===== config.mk =====
export PLATFORM = sky130hd
export DESIGN_NAME = windowed_loss_peak_filter
export DESIGN_NICKNAME = d
export VERILOG_FILES = /design/src/wlpf_pkg.sv /design/src/wlpf_div.sv /design/src/wlpf_dp.sv /design/src/wlpf_ctrl.sv /design/src/windowed_loss_peak_filter.sv
export VERILOG_INCLUDE_DIRS = /design/src /design/src/src
export SDC_FILE = /design/constraint.sdc
export NUM_CORES = 2
export LEC_CHECK = 0
export BUFFER_PORTS_ARGS = -buffer_cell sky130_fd_sc_hd__buf_2
export CAP_MARGIN = 25
export CORE_ASPECT_RATIO = 2
export CORE_UTILIZATION = 35
export CTS_CLUSTER_SIZE = 30
export DETAILED_ROUTE_END_ITERATION = 10
export PLACE_DENSITY_LB_ADDON = 0.08
export SYNTH_ARGS = -nofsm -noshare
export SYNTH_HDL_FRONTEND = slang
export SYNTH_SLANG_ARGS = --single-unit

===== constraint.sdc =====
create_clock -name i_clk -period 12.7 [get_ports i_clk]
set_clock_uncertainty 0.1 [all_clocks]
set_input_delay 1.27 -clock i_clk [delete_from_list [all_inputs] [get_ports i_clk]]
set_output_delay 1.27 -clock i_clk [all_outputs]
set_load 0.05 [all_outputs]

===== src/assert_macros.svh =====
// Assertion macros shared by the windowed loss peak filter.
`ifndef ASSERT_MACROS_SVH
`define ASSERT_MACROS_SVH
`ifndef ASSERT_OFF
`define ASSERT_IMPL(lbl, clk, rstn, ante, cons) \
    lbl: assert property (@(posedge clk) disable iff (!rstn) (ante) |-> (cons)) \
        else $error("same-cycle implication violated");
`define ASSERT_NEXT(lbl, clk, rstn, ante, cons) \
    lbl: assert property (@(posedge clk) disable iff (!rstn) (ante) |=> (cons)) \
        else $error("next-cycle implication violated");
`else
`define ASSERT_IMPL(lbl, clk, rstn, ante, cons)
`define ASSERT_NEXT(lbl, clk, rstn, ante, cons)
`endif
`endif


===== src/wlpf_pkg.sv =====
// Types, constants and helpers shared by the windowed loss peak filter.
package wlpf_pkg;

    localparam int LOSS_W      = 17;
    localparam int TIME_W      = 32;
    localparam int WIN_W       = 16;
    localparam int CFG_IDX_W   = 1;
    localparam int IN_TDATA_W  = 56;
    localparam int OUT_TDATA_W = 24;

    localparam logic [CFG_IDX_W-1:0] REG_SHORT_WIN = 1'b0;
    localparam logic [CFG_IDX_W-1:0] REG_LONG_WIN  = 1'b1;

    localparam logic [WIN_W-1:0] RST_SHORT_WIN = 16'd1000;
    localparam logic [WIN_W-1:0] RST_LONG_WIN  = 16'd10000;

    typedef enum logic [3:0] {
        ST_IDLE,
        ST_SRD,
        ST_SCHK,
        ST_SAPP,
        ST_LRD,
        ST_LCHK,
        ST_NRD,
        ST_NCHK,
        ST_DIV,
        ST_PUSH,
        ST_SCAN,
        ST_DONE
    } t_state;

    typedef struct packed {
        logic in_ready;
        logic accept;
        logic s_rd;
        logic s_drop;
        logic s_app;
        logic l_rd_head;
        logic l_drop;
        logic l_rd_new;
        logic div_start;
        logic push;
        logic scan_clr;
        logic scan_rd;
        logic out_load;
    } t_cmd;

    typedef struct packed {
        logic s_empty;
        logic s_full;
        logic s_stale;
        logic l_empty;
        logic l_stale;
        logic n_stale;
        logic div_done;
        logic scan_end;
    } t_stat;

    // An entry is stale when its unsigned age exceeds the window.
    function automatic logic is_stale(input logic [TIME_W-1:0] t,
                                      input logic [TIME_W-1:0] now,
                                      input logic [WIN_W-1:0]  win);
        logic [TIME_W-1:0] age;
        age = now - t;
        return age > TIME_W'(win);
    endfunction

endpackage


===== src/wlpf_div.sv =====
// Restoring divider, one quotient bit per cycle, for the interval average.
module wlpf_div #(
    parameter int NW = 23,
    parameter int DW = 7
) (
    input  logic          i_clk,
    input  logic          i_rst_n,
    input  logic          i_start,
    input  logic [NW-1:0] i_dividend,
    input  logic [DW-1:0] i_divisor,
    output logic          o_done,
    output logic [NW-1:0] o_quotient
);
    localparam int CNTW = $clog2(NW);

    logic            r_busy;
    logic            r_done;
    logic [CNTW-1:0] r_cnt;
    logic [DW-1:0]   r_rem;
    logic [NW-1:0]   r_quo;
    logic [DW-1:0]   r_den;

    logic [DW:0]     trial;
    logic            ge;
    logic [DW-1:0]   n_rem;

    always_comb begin
        trial = {r_rem, r_quo[NW-1]};
        ge    = trial >= {1'b0, r_den};
        n_rem = ge ? DW'(trial - {1'b0, r_den}) : DW'(trial);
    end

    always_ff @(posedge i_clk) begin
        if (!i_rst_n) begin
            r_busy <= 1'b0;
            r_done <= 1'b0;
            r_cnt  <= '0;
        end else begin
            r_done <= 1'b0;
            if (i_start) begin
                r_busy <= 1'b1;
                r_cnt  <= '0;
            end else if (r_busy) begin
                r_cnt <= r_cnt + 1'b1;
                if (r_cnt == CNTW'(NW - 1)) begin
                    r_busy <= 1'b0;
                    r_done <= 1'b1;
                end
            end
        end
    end

    always_ff @(posedge i_clk) begin
        if (i_start) begin
            r_rem <= '0;
            r_quo <= i_dividend;
            r_den <= i_divisor;
        end else if (r_busy) begin
            r_rem <= n_rem;
            r_quo <= {r_quo[NW-2:0], ge};
        end
    end

    assign o_done     = r_done;
    assign o_quotient = r_quo;

endmodule


===== src/wlpf_dp.sv =====
// Datapath: sample and average stores, their pointers, the divider and the peak scan.
module wlpf_dp #(
    parameter int SHORT_DEPTH = 64,
    parameter int LONG_DEPTH  = 16
) (
    input  logic                          i_clk,
    input  logic                          i_rst_n,
    input  wlpf_pkg::t_cmd                i_cmd,
    input  logic [wlpf_pkg::LOSS_W-1:0]   i_loss,
    input  logic [wlpf_pkg::TIME_W-1:0]   i_now,
    input  logic [wlpf_pkg::WIN_W-1:0]    i_short_win,
    input  logic [wlpf_pkg::WIN_W-1:0]    i_long_win,
    output wlpf_pkg::t_stat               o_stat,
    output logic [wlpf_pkg::LOSS_W-1:0]   o_peak
);
    import wlpf_pkg::*;

    localparam int SIW  = $clog2(SHORT_DEPTH);
    localparam int SCW  = $clog2(SHORT_DEPTH + 1);
    localparam int LIW  = $clog2(LONG_DEPTH);
    localparam int LCW  = $clog2(LONG_DEPTH + 1);
    localparam int SUMW = LOSS_W + SIW;

    // Stores
    logic [LOSS_W-1:0] r_s_loss_mem [SHORT_DEPTH];
    logic [TIME_W-1:0] r_s_time_mem [SHORT_DEPTH];
    logic [LOSS_W-1:0] r_l_loss_mem [LONG_DEPTH];
    logic [TIME_W-1:0] r_l_time_mem [LONG_DEPTH];

    // Read data
    logic [LOSS_W-1:0] r_s_lrd;
    logic [TIME_W-1:0] r_s_trd;
    logic [LOSS_W-1:0] r_l_lrd;
    logic [TIME_W-1:0] r_l_trd;

    // Pointers and running sum
    logic [SIW-1:0]    r_s_head;
    logic [SCW-1:0]    r_s_cnt;
    logic [SUMW-1:0]   r_s_sum;
    logic [LIW-1:0]    r_l_head;
    logic [LCW-1:0]    r_l_cnt;

    // Item being processed and scan state
    logic [LOSS_W-1:0] r_loss;
    logic [TIME_W-1:0] r_now;
    logic [LCW-1:0]    r_scan_idx;
    logic              r_scan_vld;
    logic [LOSS_W-1:0] r_peak;

    logic [SCW:0]      s_pos_sum;
    logic [SIW-1:0]    s_pos;
    logic [SIW-1:0]    s_head_inc;
    logic [LCW:0]      l_pos_sum;
    logic [LIW-1:0]    l_pos;
    logic [LCW:0]      l_new_sum;
    logic [LIW-1:0]    l_new;
    logic [LCW:0]      l_scan_sum;
    logic [LIW-1:0]    l_scan;
    logic [LIW-1:0]    l_head_inc;
    logic [LIW-1:0]    l_raddr;
    logic              l_ren;
    logic              div_done;
    logic [SUMW-1:0]   quotient;

    always_comb begin
        s_pos_sum = (SCW+1)'(r_s_head) + (SCW+1)'(r_s_cnt);
        if (s_pos_sum >= (SCW+1)'(SHORT_DEPTH)) begin
            s_pos_sum = s_pos_sum - (SCW+1)'(SHORT_DEPTH);
        end
        s_pos      = s_pos_sum[SIW-1:0];
        s_head_inc = (r_s_head == SIW'(SHORT_DEPTH - 1)) ? '0 : r_s_head + 1'b1;

        l_pos_sum = (LCW+1)'(r_l_head) + (LCW+1)'(r_l_cnt);
        if (l_pos_sum >= (LCW+1)'(LONG_DEPTH)) begin
            l_pos_sum = l_pos_sum - (LCW+1)'(LONG_DEPTH);
        end
        l_pos = l_pos_sum[LIW-1:0];

        // The newest entry is only looked up while the list holds at least one.
        l_new_sum = (LCW+1)'(r_l_head) + (LCW+1)'(r_l_cnt) - 1'b1;
        if (l_new_sum >= (LCW+1)'(LONG_DEPTH)) begin
            l_new_sum = l_new_sum - (LCW+1)'(LONG_DEPTH);
        end
        l_new = l_new_sum[LIW-1:0];

        l_scan_sum = (LCW+1)'(r_l_head) + (LCW+1)'(r_scan_idx);
        if (l_scan_sum >= (LCW+1)'(LONG_DEPTH)) begin
            l_scan_sum = l_scan_sum - (LCW+1)'(LONG_DEPTH);
        end
        l_scan = l_scan_sum[LIW-1:0];

        l_head_inc = (r_l_head == LIW'(LONG_DEPTH - 1)) ? '0 : r_l_head + 1'b1;

        if (i_cmd.l_rd_new) begin
            l_raddr = l_new;
        end else if (i_cmd.scan_rd) begin
            l_raddr = l_scan;
        end else begin
            l_raddr = r_l_head;
        end
        l_ren = i_cmd.l_rd_head | i_cmd.l_rd_new | i_cmd.scan_rd;
    end

    // Short store: one write port, one registered read port.
    always_ff @(posedge i_clk) begin
        if (i_cmd.s_app) begin
            r_s_loss_mem[s_pos] <= r_loss;
            r_s_time_mem[s_pos] <= r_now;
        end
        if (i_cmd.s_rd) begin
            r_s_lrd <= r_s_loss_mem[r_s_head];
            r_s_trd <= r_s_time_mem[r_s_head];
        end
    end

    // Long store: one write port, one registered read port.
    always_ff @(posedge i_clk) begin
        if (i_cmd.push) begin
            r_l_loss_mem[l_pos] <= quotient[LOSS_W-1:0];
            r_l_time_mem[l_pos] <= r_now;
        end
        if (l_ren) begin
            r_l_lrd <= r_l_loss_mem[l_raddr];
            r_l_trd <= r_l_time_mem[l_raddr];
        end
    end

    always_ff @(posedge i_clk) begin
        if (i_cmd.accept) begin
            r_loss <= i_loss;
            r_now  <= i_now;
        end
    end

    always_ff @(posedge i_clk) begin
        if (!i_rst_n) begin
            r_s_head <= '0;
            r_s_cnt  <= '0;
            r_s_sum  <= '0;
            r_l_head <= '0;
            r_l_cnt  <= '0;
        end else begin
            if (i_cmd.s_drop) begin
                r_s_sum  <= r_s_sum - SUMW'(r_s_lrd);
                r_s_head <= s_head_inc;
                r_s_cnt  <= r_s_cnt - 1'b1;
            end else if (i_cmd.s_app) begin
                r_s_sum <= r_s_sum + SUMW'(r_loss);
                r_s_cnt <= r_s_cnt + 1'b1;
            end else if (i_cmd.push) begin
                r_s_sum  <= '0;
                r_s_head <= '0;
                r_s_cnt  <= '0;
            end

            if (i_cmd.l_drop) begin
                r_l_head <= l_head_inc;
                r_l_cnt  <= r_l_cnt - 1'b1;
            end else if (i_cmd.push) begin
                // A full list loses its oldest entry to the new one.
                if (r_l_cnt == LCW'(LONG_DEPTH)) begin
                    r_l_head <= l_head_inc;
                end else begin
                    r_l_cnt <= r_l_cnt + 1'b1;
                end
            end
        end
    end

    always_ff @(posedge i_clk) begin
        if (!i_rst_n) begin
            r_scan_idx <= '0;
            r_scan_vld <= 1'b0;
            r_peak     <= '0;
        end else begin
            r_scan_vld <= i_cmd.scan_rd;
            if (i_cmd.scan_clr) begin
                r_scan_idx <= '0;
                r_peak     <= '0;
            end else begin
                if (i_cmd.scan_rd) begin
                    r_scan_idx <= r_scan_idx + 1'b1;
                end
                if (r_scan_vld && (r_l_lrd > r_peak)) begin
                    r_peak <= r_l_lrd;
                end
            end
        end
    end

    wlpf_div #(
        .NW (SUMW),
        .DW (SCW)
    ) u_div (
        .i_clk      (i_clk),
        .i_rst_n    (i_rst_n),
        .i_start    (i_cmd.div_start),
        .i_dividend (r_s_sum),
        .i_divisor  (r_s_cnt),
        .o_done     (div_done),
        .o_quotient (quotient)
    );

    always_comb begin
        o_stat.s_empty  = (r_s_cnt == '0);
        o_stat.s_full   = (r_s_cnt == SCW'(SHORT_DEPTH));
        o_stat.s_stale  = is_stale(r_s_trd, r_now, i_short_win);
        o_stat.l_empty  = (r_l_cnt == '0);
        o_stat.l_stale  = is_stale(r_l_trd, r_now, i_long_win);
        o_stat.n_stale  = is_stale(r_l_trd, r_now, i_short_win);
        o_stat.div_done = div_done;
        o_stat.scan_end = (r_scan_idx == r_l_cnt);
    end

    assign o_peak = r_peak;

endmodule


===== src/wlpf_ctrl.sv =====
// Controller state machine that sequences eviction, averaging and the peak scan.
module wlpf_ctrl (
    input  logic            i_clk,
    input  logic            i_rst_n,
    input  logic            i_in_valid,
    input  logic            i_out_free,
    input  wlpf_pkg::t_stat i_stat,
    output wlpf_pkg::t_cmd  o_cmd
);
    import wlpf_pkg::*;

    t_state r_state;
    t_state n_state;

    always_ff @(posedge i_clk) begin
        if (!i_rst_n) begin
            r_state <= ST_IDLE;
        end else begin
            r_state <= n_state;
        end
    end

    always_comb begin
        n_state = r_state;
        case (r_state)
            ST_IDLE: begin
                if (i_in_valid) n_state = ST_SRD;
            end
            ST_SRD: begin
                n_state = i_stat.s_empty ? ST_SAPP : ST_SCHK;
            end
            ST_SCHK: begin
                n_state = i_stat.s_stale ? ST_SRD : ST_SAPP;
            end
            ST_SAPP: begin
                n_state = ST_LRD;
            end
            ST_LRD: begin
                n_state = i_stat.l_empty ? ST_DIV : ST_LCHK;
            end
            ST_LCHK: begin
                n_state = i_stat.l_stale ? ST_LRD : ST_NRD;
            end
            ST_NRD: begin
                n_state = ST_NCHK;
            end
            ST_NCHK: begin
                n_state = i_stat.n_stale ? ST_DIV : ST_SCAN;
            end
            ST_DIV: begin
                if (i_stat.div_done) n_state = ST_PUSH;
            end
            ST_PUSH: begin
                n_state = ST_SCAN;
            end
            ST_SCAN: begin
                if (i_stat.scan_end) n_state = ST_DONE;
            end
            ST_DONE: begin
                if (i_out_free) n_state = ST_IDLE;
            end
            default: begin
                n_state = ST_IDLE;
            end
        endcase
    end

    always_comb begin
        o_cmd = '0;
        case (r_state)
            ST_IDLE: begin
                o_cmd.in_ready = 1'b1;
                o_cmd.accept   = i_in_valid;
            end
            ST_SRD: begin
                o_cmd.s_rd = !i_stat.s_empty;
            end
            ST_SCHK: begin
                // A stale sample goes, and so does the oldest one of a full list.
                o_cmd.s_drop = i_stat.s_stale | i_stat.s_full;
            end
            ST_SAPP: begin
                o_cmd.s_app = 1'b1;
            end
            ST_LRD: begin
                o_cmd.l_rd_head = !i_stat.l_empty;
                o_cmd.div_start = i_stat.l_empty;
            end
            ST_LCHK: begin
                o_cmd.l_drop = i_stat.l_stale;
            end
            ST_NRD: begin
                o_cmd.l_rd_new = 1'b1;
            end
            ST_NCHK: begin
                o_cmd.div_start = i_stat.n_stale;
                o_cmd.scan_clr  = !i_stat.n_stale;
            end
            ST_DIV: begin
                o_cmd = '0;
            end
            ST_PUSH: begin
                o_cmd.push     = 1'b1;
                o_cmd.scan_clr = 1'b1;
            end
            ST_SCAN: begin
                o_cmd.scan_rd = !i_stat.scan_end;
            end
            ST_DONE: begin
                o_cmd.out_load = i_out_free;
            end
            default: begin
                o_cmd = '0;
            end
        endcase
    end

endmodule


===== src/windowed_loss_peak_filter.sv =====
// Top level of the windowed loss peak filter: ports, configuration, result register.
//
// Channel   Direction  Beat contents (lowest bit first)
// s_axis    in         loss_sample[16:0], now_ms[48:17], zero fill to 56 bits
// m_axis    out        peak_loss[16:0], zero fill to 24 bits
// cfg       in         i_cfg_index selects the register, i_cfg_data[15:0] is written
//
// One input beat yields one output beat. Its processing time grows with each evicted raw
// sample or average and with each stored average read by the peak scan; the serial divider
// and the push add to it when a new average is formed, and so does any wait for the output
// register to free up.
// Reset is synchronous and active low; the stores need no clearing pass. s_axis_tready is
// high only while the block is idle; a finished result waits in the output register.
`include "assert_macros.svh"

module windowed_loss_peak_filter #(
    parameter int SHORT_DEPTH = 64,
    parameter int LONG_DEPTH  = 16
) (
    input  logic                                i_clk,
    input  logic                                i_rst_n,
    input  logic                                s_axis_tvalid,
    output logic                                s_axis_tready,
    // Fields from bit 0: loss_sample (17), now_ms (32), zero fill (7).
    input  logic [wlpf_pkg::IN_TDATA_W-1:0]     s_axis_tdata,
    output logic                                m_axis_tvalid,
    input  logic                                m_axis_tready,
    // Fields from bit 0: peak_loss (17), zero fill (7).
    output logic [wlpf_pkg::OUT_TDATA_W-1:0]    m_axis_tdata,
    input  logic                                i_cfg_valid,
    output logic                                o_cfg_ready,
    input  logic [wlpf_pkg::CFG_IDX_W-1:0]      i_cfg_index,
    input  logic [wlpf_pkg::WIN_W-1:0]          i_cfg_data
);
    import wlpf_pkg::*;

    // Window registers, written through the configuration channel.
    logic [WIN_W-1:0]  r_short_win;
    logic [WIN_W-1:0]  r_long_win;

    // Output register, which decouples the result from the next item.
    logic              r_out_vld;
    logic [LOSS_W-1:0] r_out_data;

    t_cmd              w_cmd;
    t_stat             w_stat;
    logic [LOSS_W-1:0] w_peak;
    logic              w_out_free;

    // The configuration channel never stalls.
    assign o_cfg_ready = 1'b1;

    always_ff @(posedge i_clk) begin
        if (!i_rst_n) begin
            r_short_win <= RST_SHORT_WIN;
            r_long_win  <= RST_LONG_WIN;
        end else if (i_cfg_valid) begin
            case (i_cfg_index)
                REG_SHORT_WIN: r_short_win <= i_cfg_data;
                REG_LONG_WIN:  r_long_win  <= i_cfg_data;
                default: begin
                    r_short_win <= r_short_win;
                end
            endcase
        end
    end

    // The result register may be reloaded when it is empty or being taken.
    assign w_out_free = !r_out_vld || m_axis_tready;

    always_ff @(posedge i_clk) begin
        if (!i_rst_n) begin
            r_out_vld <= 1'b0;
        end else if (w_cmd.out_load) begin
            r_out_vld <= 1'b1;
        end else if (m_axis_tready) begin
            r_out_vld <= 1'b0;
        end
    end

    always_ff @(posedge i_clk) begin
        if (w_cmd.out_load) begin
            r_out_data <= w_peak;
        end
    end

    assign s_axis_tready = w_cmd.in_ready;
    assign m_axis_tvalid = r_out_vld;
    assign m_axis_tdata  = {{(OUT_TDATA_W - LOSS_W){1'b0}}, r_out_data};

    wlpf_ctrl u_ctrl (
        .i_clk      (i_clk),
        .i_rst_n    (i_rst_n),
        .i_in_valid (s_axis_tvalid),
        .i_out_free (w_out_free),
        .i_stat     (w_stat),
        .o_cmd      (w_cmd)
    );

    wlpf_dp #(
        .SHORT_DEPTH (SHORT_DEPTH),
        .LONG_DEPTH  (LONG_DEPTH)
    ) u_dp (
        .i_clk       (i_clk),
        .i_rst_n     (i_rst_n),
        .i_cmd       (w_cmd),
        .i_loss      (s_axis_tdata[LOSS_W-1:0]),
        .i_now       (s_axis_tdata[LOSS_W+TIME_W-1:LOSS_W]),
        .i_short_win (r_short_win),
        .i_long_win  (r_long_win),
        .o_stat      (w_stat),
        .o_peak      (w_peak)
    );

    // A result is never loaded while the block is idle and taking beats.
    `ASSERT_IMPL(a_ready_not_loading, i_clk, i_rst_n, w_cmd.in_ready, !w_cmd.out_load)
    // A result is loaded only where it cannot overwrite one still waiting.
    `ASSERT_IMPL(a_load_when_free, i_clk, i_rst_n, w_cmd.out_load, !r_out_vld || m_axis_tready)
    // Once a beat is taken, the block is busy in the following cycle.
    `ASSERT_NEXT(a_busy_after_accept, i_clk, i_rst_n, s_axis_tvalid && s_axis_tready, !s_axis_tready)
    // Loading the result register always presents a beat next cycle.
    `ASSERT_NEXT(a_result_after_load, i_clk, i_rst_n, w_cmd.out_load, m_axis_tvalid)

endmodule

# [After elaboration in Yosys (flattened, before gate mapping)]
# Memory sizes are Yosys's and may differ from the RTL's. A register that Yosys moved wholly into a read port is not among the register bits.
# Index checks and enable logic that the tools add are counted.
# Widths: inputs -> output; s select.
[word_totals] ram_bits=3920 wordCells=167 reg_bits=215 out_inout_bits=27 memories=4
[classes] bitwise_logic=6 eq_ne=23 addsub=21 n_reduce_logical=25 n_lt_le_gt_ge=9 mux=58
[mem_list] memory="u_dp.r_s_time_mem" depth=64 width=32 rd=1 rd_clocked_by_memory_dff=1 write_ports=1 line_no="wlpf_dp.sv:26" rtl="logic [TIME_W-1:0] r_s_time_mem [SHORT_DEPTH];"
[mem_list] memory="u_dp.r_s_loss_mem" depth=64 width=17 rd=1 rd_clocked_by_memory_dff=1 write_ports=1 line_no="wlpf_dp.sv:25" rtl="logic [LOSS_W-1:0] r_s_loss_mem [SHORT_DEPTH];"
[mem_list] memory="u_dp.r_l_time_mem" depth=16 width=32 rd=1 rd_clocked_by_memory_dff=1 write_ports=1 line_no="wlpf_dp.sv:28" rtl="logic [TIME_W-1:0] r_l_time_mem [LONG_DEPTH];"
[mem_list] memory="u_dp.r_l_loss_mem" depth=16 width=17 rd=1 rd_clocked_by_memory_dff=1 write_ports=1 line_no="wlpf_dp.sv:27" rtl="logic [LOSS_W-1:0] r_l_loss_mem [LONG_DEPTH];"
[op_table] operator="$mux 23" count=5
[op_table] operator="$gt 32x16->1" count=3
[op_table] operator="$sub 32x32->32" count=2
[op_table] operator="$mux 4" count=14
[op_table] operator="$pmux 4 s12" count=1
[op_table] operator="$mux 6" count=5
[op_table] operator="$mux 7" count=4
[op_table] operator="$add 23x17->23" count=1
[op_table] operator="$sub 23x17->23" count=1
[op_table] operator="$eq 4x4->1 const B" count=5
[op_table] operator="$mux 1" count=20
[op_table] operator="$ge 6x5->1 const B" count=3
[op_table] operator="$gt 17x17->1" count=1
[op_table] operator="$eq 4x3->1 const B" count=4
[op_table] operator="$add 5x1->5 const B" count=3
[op_table] operator="$mux 5" count=3
[op_table] operator="$add 4x5->6" count=2
[op_table] operator="$sub 4x1->4 const B" count=3
[op_table] operator="$sub 6x1->6 const B" count=2
[op_table] operator="$eq 5x5->1 const B" count=2
[op_table] operator="$reduce_and 2->1" count=5
[op_table] operator="$reduce_bool 2->1" count=5
[op_table] operator="$add 6x7->8" count=1
[op_table] operator="$eq 4x2->1 const B" count=2
[op_table] operator="other kinds (28)" count=45

# [Logic depth before layout (Yosys ltp)]
[logic_depth] depth_word=6 ltp_mapped=29 depth_no_buf=29

# [Modules after synthesis]
# Synthesis repeated with hierarchy kept, for this count alone.
[unflattened] hier_cells=7851 area_unflattened_um2=168351.5
[modules_own_cells] module="wlpf_dp" area_per_inst_um2=163718.3 n_inst=1 cells_per_inst=7433
[modules_own_cells] module="wlpf_div" area_per_inst_um2=2274.7 n_inst=1 cells_per_inst=186
[modules_own_cells] module="windowed_loss_peak_filter" area_per_inst_um2=1883.1 n_inst=1 cells_per_inst=166
[modules_own_cells] module="wlpf_ctrl" area_per_inst_um2=475.5 n_inst=1 cells_per_inst=66

# [Worst setup path after synthesis]
# No wires, ideal clock.
[synth_path] path_kind="register to register" startpoint="register u_dp.r_s_cnt[1]" endpoint="register u_dp.r_s_lrd[0], read port of u_dp.r_s_loss_mem (enable)" setup_ns=0.577 n_path_buf=0 stages_incl_launch_ff=6 synth_period_minus_slack_ns=6.220 slack_ns=6.480 arrival_ns=5.542 required_time_ns=12.023 path_cell_list="dfxtp_1 inv_1 ha_1 nand2_1 nor2_1 nor4_1"
[synth_lines] element="start: declaration" line_no="wlpf_dp.sv:38" rtl="logic [SCW-1:0] r_s_cnt;"
[synth_lines] element="start signal: assignment" line_no="wlpf_dp.sv:146" rtl="r_s_cnt <= r_s_cnt - 1'b1;"
[synth_lines] element="start signal: assignment" line_no="wlpf_dp.sv:149" rtl="r_s_cnt <= r_s_cnt + 1'b1;"
[synth_lines] element="end: declaration" line_no="wlpf_dp.sv:31" rtl="logic [LOSS_W-1:0] r_s_lrd;"

# [Worst setup path after layout]
[layout_path] startpoint="register u_dp.r_now[5]" endpoint="register u_dp.r_l_cnt[4]"
[layout_between] elab_chain_cells=5
[layout_lines] element="start: declaration" line_no="wlpf_dp.sv:45" rtl="logic [TIME_W-1:0] r_now;"
[layout_lines] element="start signal: assignment" line_no="wlpf_dp.sv:131" rtl="r_now <= i_now;"
[layout_lines] element="$sub 32x32->32 *" line_no="wlpf_pkg.sv:64" rtl="age = now - t;"
[layout_lines] element="$gt 32x16->1 *" line_no="wlpf_pkg.sv:65" rtl="return age > TIME_W'(win);"
[layout_lines] element="$mux 1 *" line_no="wlpf_ctrl.sv:70" rtl="case (r_state)"
[layout_lines] element="$ne 2x2->1 (no line) or $reduce_bool 2->1 (tied branches)"
[layout_lines] element="$reduce_and 2->1 (no line)"
[layout_lines] element="end signal: assignment" line_no="wlpf_dp.sv:158" rtl="r_l_cnt <= r_l_cnt - 1'b1;"
[layout_lines] element="end signal: assignment" line_no="wlpf_dp.sv:164" rtl="r_l_cnt <= r_l_cnt + 1'b1;"
[layout_lines] element="end: declaration" line_no="wlpf_dp.sv:41" rtl="logic [LCW-1:0] r_l_cnt;"
# Mark *: on every way between the ends. The rest lies on a longest branch, timed or not.
# A chain may end at the register's enable or synchronous reset.

==> metrics.cfg <==
[pwr]
p_per_area_nw_per_um2 = 174.1
fin_total_pwr_uw = 33350
vdd_drop_max_mv = 0.1123
leakagePower_uw = 0.05892

[synth]
synth-seq-cells = 4233
yosysMostFrequentCell = edfxtp_1
synth_top_area_share_pct = 73.45
syn_area_per_cell_um2 = 19.71
postSynthCellCount = 8534
syn_area_um2 = 168200
synth_async_sr_flop_share_pct = 0
synth_warnings = 0
synth_area_leader_cell = edfxtp_1
netlist_top_cells_count = edfxtp_1, mux4_2, mux2i_1
synth-main-ff-cell = edfxtp_1
ys_types = 86
synth_edf_count = 4114
yosys-top-cells-area = edfxtp_1, mux4_2, mux2i_1
yosysSeqAreaShare_pct = 74.86

[setup_path]
critPathMaxStageDelay_ps = 720
slowest_stage = buf_4
cp.arrival_ps = 7930
crit_type = flip-flop to flip-flop
worstPathCellList = buf_4 -> ha_1 -> a211o_1 -> a21oi_1 -> o2bb2ai_1 -> a211oi_1 -> nor2_1 -> xnor2_1 -> ha_1 -> and4_1 -> nand3_1 -> o31ai_1 -> nand4_1 -> and2_1 -> ha_1 -> a21o_1 -> a21oi_1 -> nor2_1 -> a31oi_1 -> xor2_1 -> nor2_1
endpoint_kind = flip-flop
ff2ff_setup_slack_ps = 5500
reg2reg_to = u_dp.r_l_cnt[4]
ff2ff_path_depth = 21
required_ps = 13430
startpoint_type = flip-flop
critical_path.max_fanout = 82
r2r_start = u_dp.r_now[5]

[drt]
drtIter0Drc = 8215
avgViaCountPerCell = 5.622
ant_nets = 0
wl_per_cell_um = 37.59
vias = 88146
drt_wl_total_um = 589300
drc = 16
drt-pass1-iter-count = 8

[clocking]
clk_pin_slew_worst_paths_ps = 70
clk_latency_ps = 1000
htreeDepth = 5
numCtsBuffers = 387
postCtsSetupBuffers = 0
root_buffer = clkbuf_16
cts_num_sinks = 4233
hold_buffers = 0
cts-resized-gates = 0
cts_tree = built
ctsLongestPathBuffers = 4

[timing]
maxSlewViolCount = 0
rsz0062_at_grt = false
tightest_slew_ps = 1148
max_slew_margin_pct = 23.48
tns_ps = 0
finalHoldViolCount = 0
setup_viol = 0
fin_crit_sh_pct = 56.69
fmax_mhz = 138.9
post-route-min-period_ps = 7200
setup_ws_ps = 5500

[die]
pin_count = 105
initial_core_util_pct = 35.19
dieHeight_um = 982.4
die_w_um = 492.2
dieArea_um2 = 483500
row_count = 359
core_um2 = 477900

[status]
violations = DRC
status = finished, violations left

[worst_hold_path]
hold_class = primary input to flip-flop
whs_endpoint = u_dp.r_loss[5]
min_from = s_axis_tdata[5]
worstHoldPathCells = 1

[finish]
drive_gt1_share_pct = 22.35
fin_nets = 9221
syn_to_final_growth_pct = 13.88

[global_routing]
track_usage_pct = 24.11
grt_pass1_vias = 91724
antenna_found_initial = 61
grt_max_degree = 127
grt_pass1_wl_um = 794000
grt_overflow = 0

[place]
hpwl_um = 348600
dp_slack_ps = 5103
io_buffer_count = 89
gp_congestion = 0.8250

[job]
cap_violations = 0

critical path: cells and delay by family, from the launching register on:
kind | cells | cell delay, ps
fa+ha+maj | 3 | 950
buf+inv | 1 | 720
flops | 1 | 430
xor+xnor | 2 | 670
simple gates | 7 | 1780
compound gates | 8 | 2240
registers in the layout (all words and copies together), names as in the netlist, 17 cells and up:
name,count
u_dp.u_div.o_quotient,23
u_dp.r_s_lrd,17
u_dp.r_s_time_mem,2048
u_dp.r_loss,17
u_dp.r_s_loss_mem,1088
r_out_data,17
u_dp.r_now,32
u_dp.o_peak,17
u_dp.r_l_trd,32
u_dp.r_l_time_mem,512
u_dp.r_s_trd,32
u_dp.r_l_lrd,17
u_dp.r_l_loss_mem,272
u_dp.r_s_sum,23
routing by layer:
metal  track usage [%]  vias to the layer above  share of wire, %
li1                  -                    36135                 -
met1             27.03                    48742                36
met2             46.05                     2504                55
met3             2.516                      755               4.1
met4             9.766                       10               4.6
met5                 0                        -             0.012
cell usage in the layout (no fill, tap or decap), types with 102 or more instances in the layout:
cell,synthesis,routed
mux2i_1,370,370
clkbuf_16,0,392
inv_1,175,175
diode_2,0,102
ha_1,195,195
buf_4,9,320
nor2_1,267,185
o22ai_1,132,132
nand2_1,255,253
o221ai_1,142,142
a21oi_1,352,346
mux4_2,912,912
o21ai_0,229,226
a211oi_1,126,125
dfxtp_1,119,113
edfxtp_1,4114,4114
power breakdown:
part | internal [uW] | switching (uW) | total [uW]
Clock | 6410 | 5440 | 11800
Combinational | 1710 | 3300 | 5000
Sequential | 16300 | 220 | 16500
kinds of logic (layout without fill, tap and decap cells):
family	after synthesis	in the layout	synth area share, %
buffers and inverters	615	1334	1.435
AO/OA/AOI/OAI	1217	1217	4.626
other	2	110	0.004465
AND/OR/NAND/NOR	847	847	2.357
XOR/XNOR	102	102	0.5311
multiplexers	1314	1314	14.63
flip-flops	4233	4233	74.86
adder cells (fa/ha/maj)	204	204	1.558
how the worst max path moves through the flow:
stage                           end       startpoint
floorplan           u_dp.r_s_lrd[0]  u_dp.r_s_cnt[1]
global placement    u_dp.r_l_cnt[4]    u_dp.r_now[6]
detailed placement  u_dp.r_l_cnt[4]    u_dp.r_now[6]
CTS                 u_dp.r_l_cnt[4]    u_dp.r_now[6]
global route        u_dp.r_l_cnt[4]    u_dp.r_now[5]
finish              u_dp.r_l_cnt[4]    u_dp.r_now[5]
stage by stage:
step                      cell area (um2)  cells  util (%)  hold WS, ps
after floorplan                    168200   8540         -        329.9
after global placement             178500  14846     37.34        346.6
after detailed placement           178700  14862     37.39        345.7
after CTS                          191200  15571     40.00        244.8
after global routing               191500  15658     40.07        304.4
final                              191600  15678     40.08        338.5
area by class of cell:
cell class	count	area, um2
diodes	102	255.2
clock buffers	460	10100
clock inverters	249	2389
fillers	42887	286400
inverters	178	673.1
multi-input cells	3692	40670
flip-flops and latches	4233	125900
well taps	6317	7904
repair buffers	447	3611
Note: power is estimated with default switching activity, not from simulation.
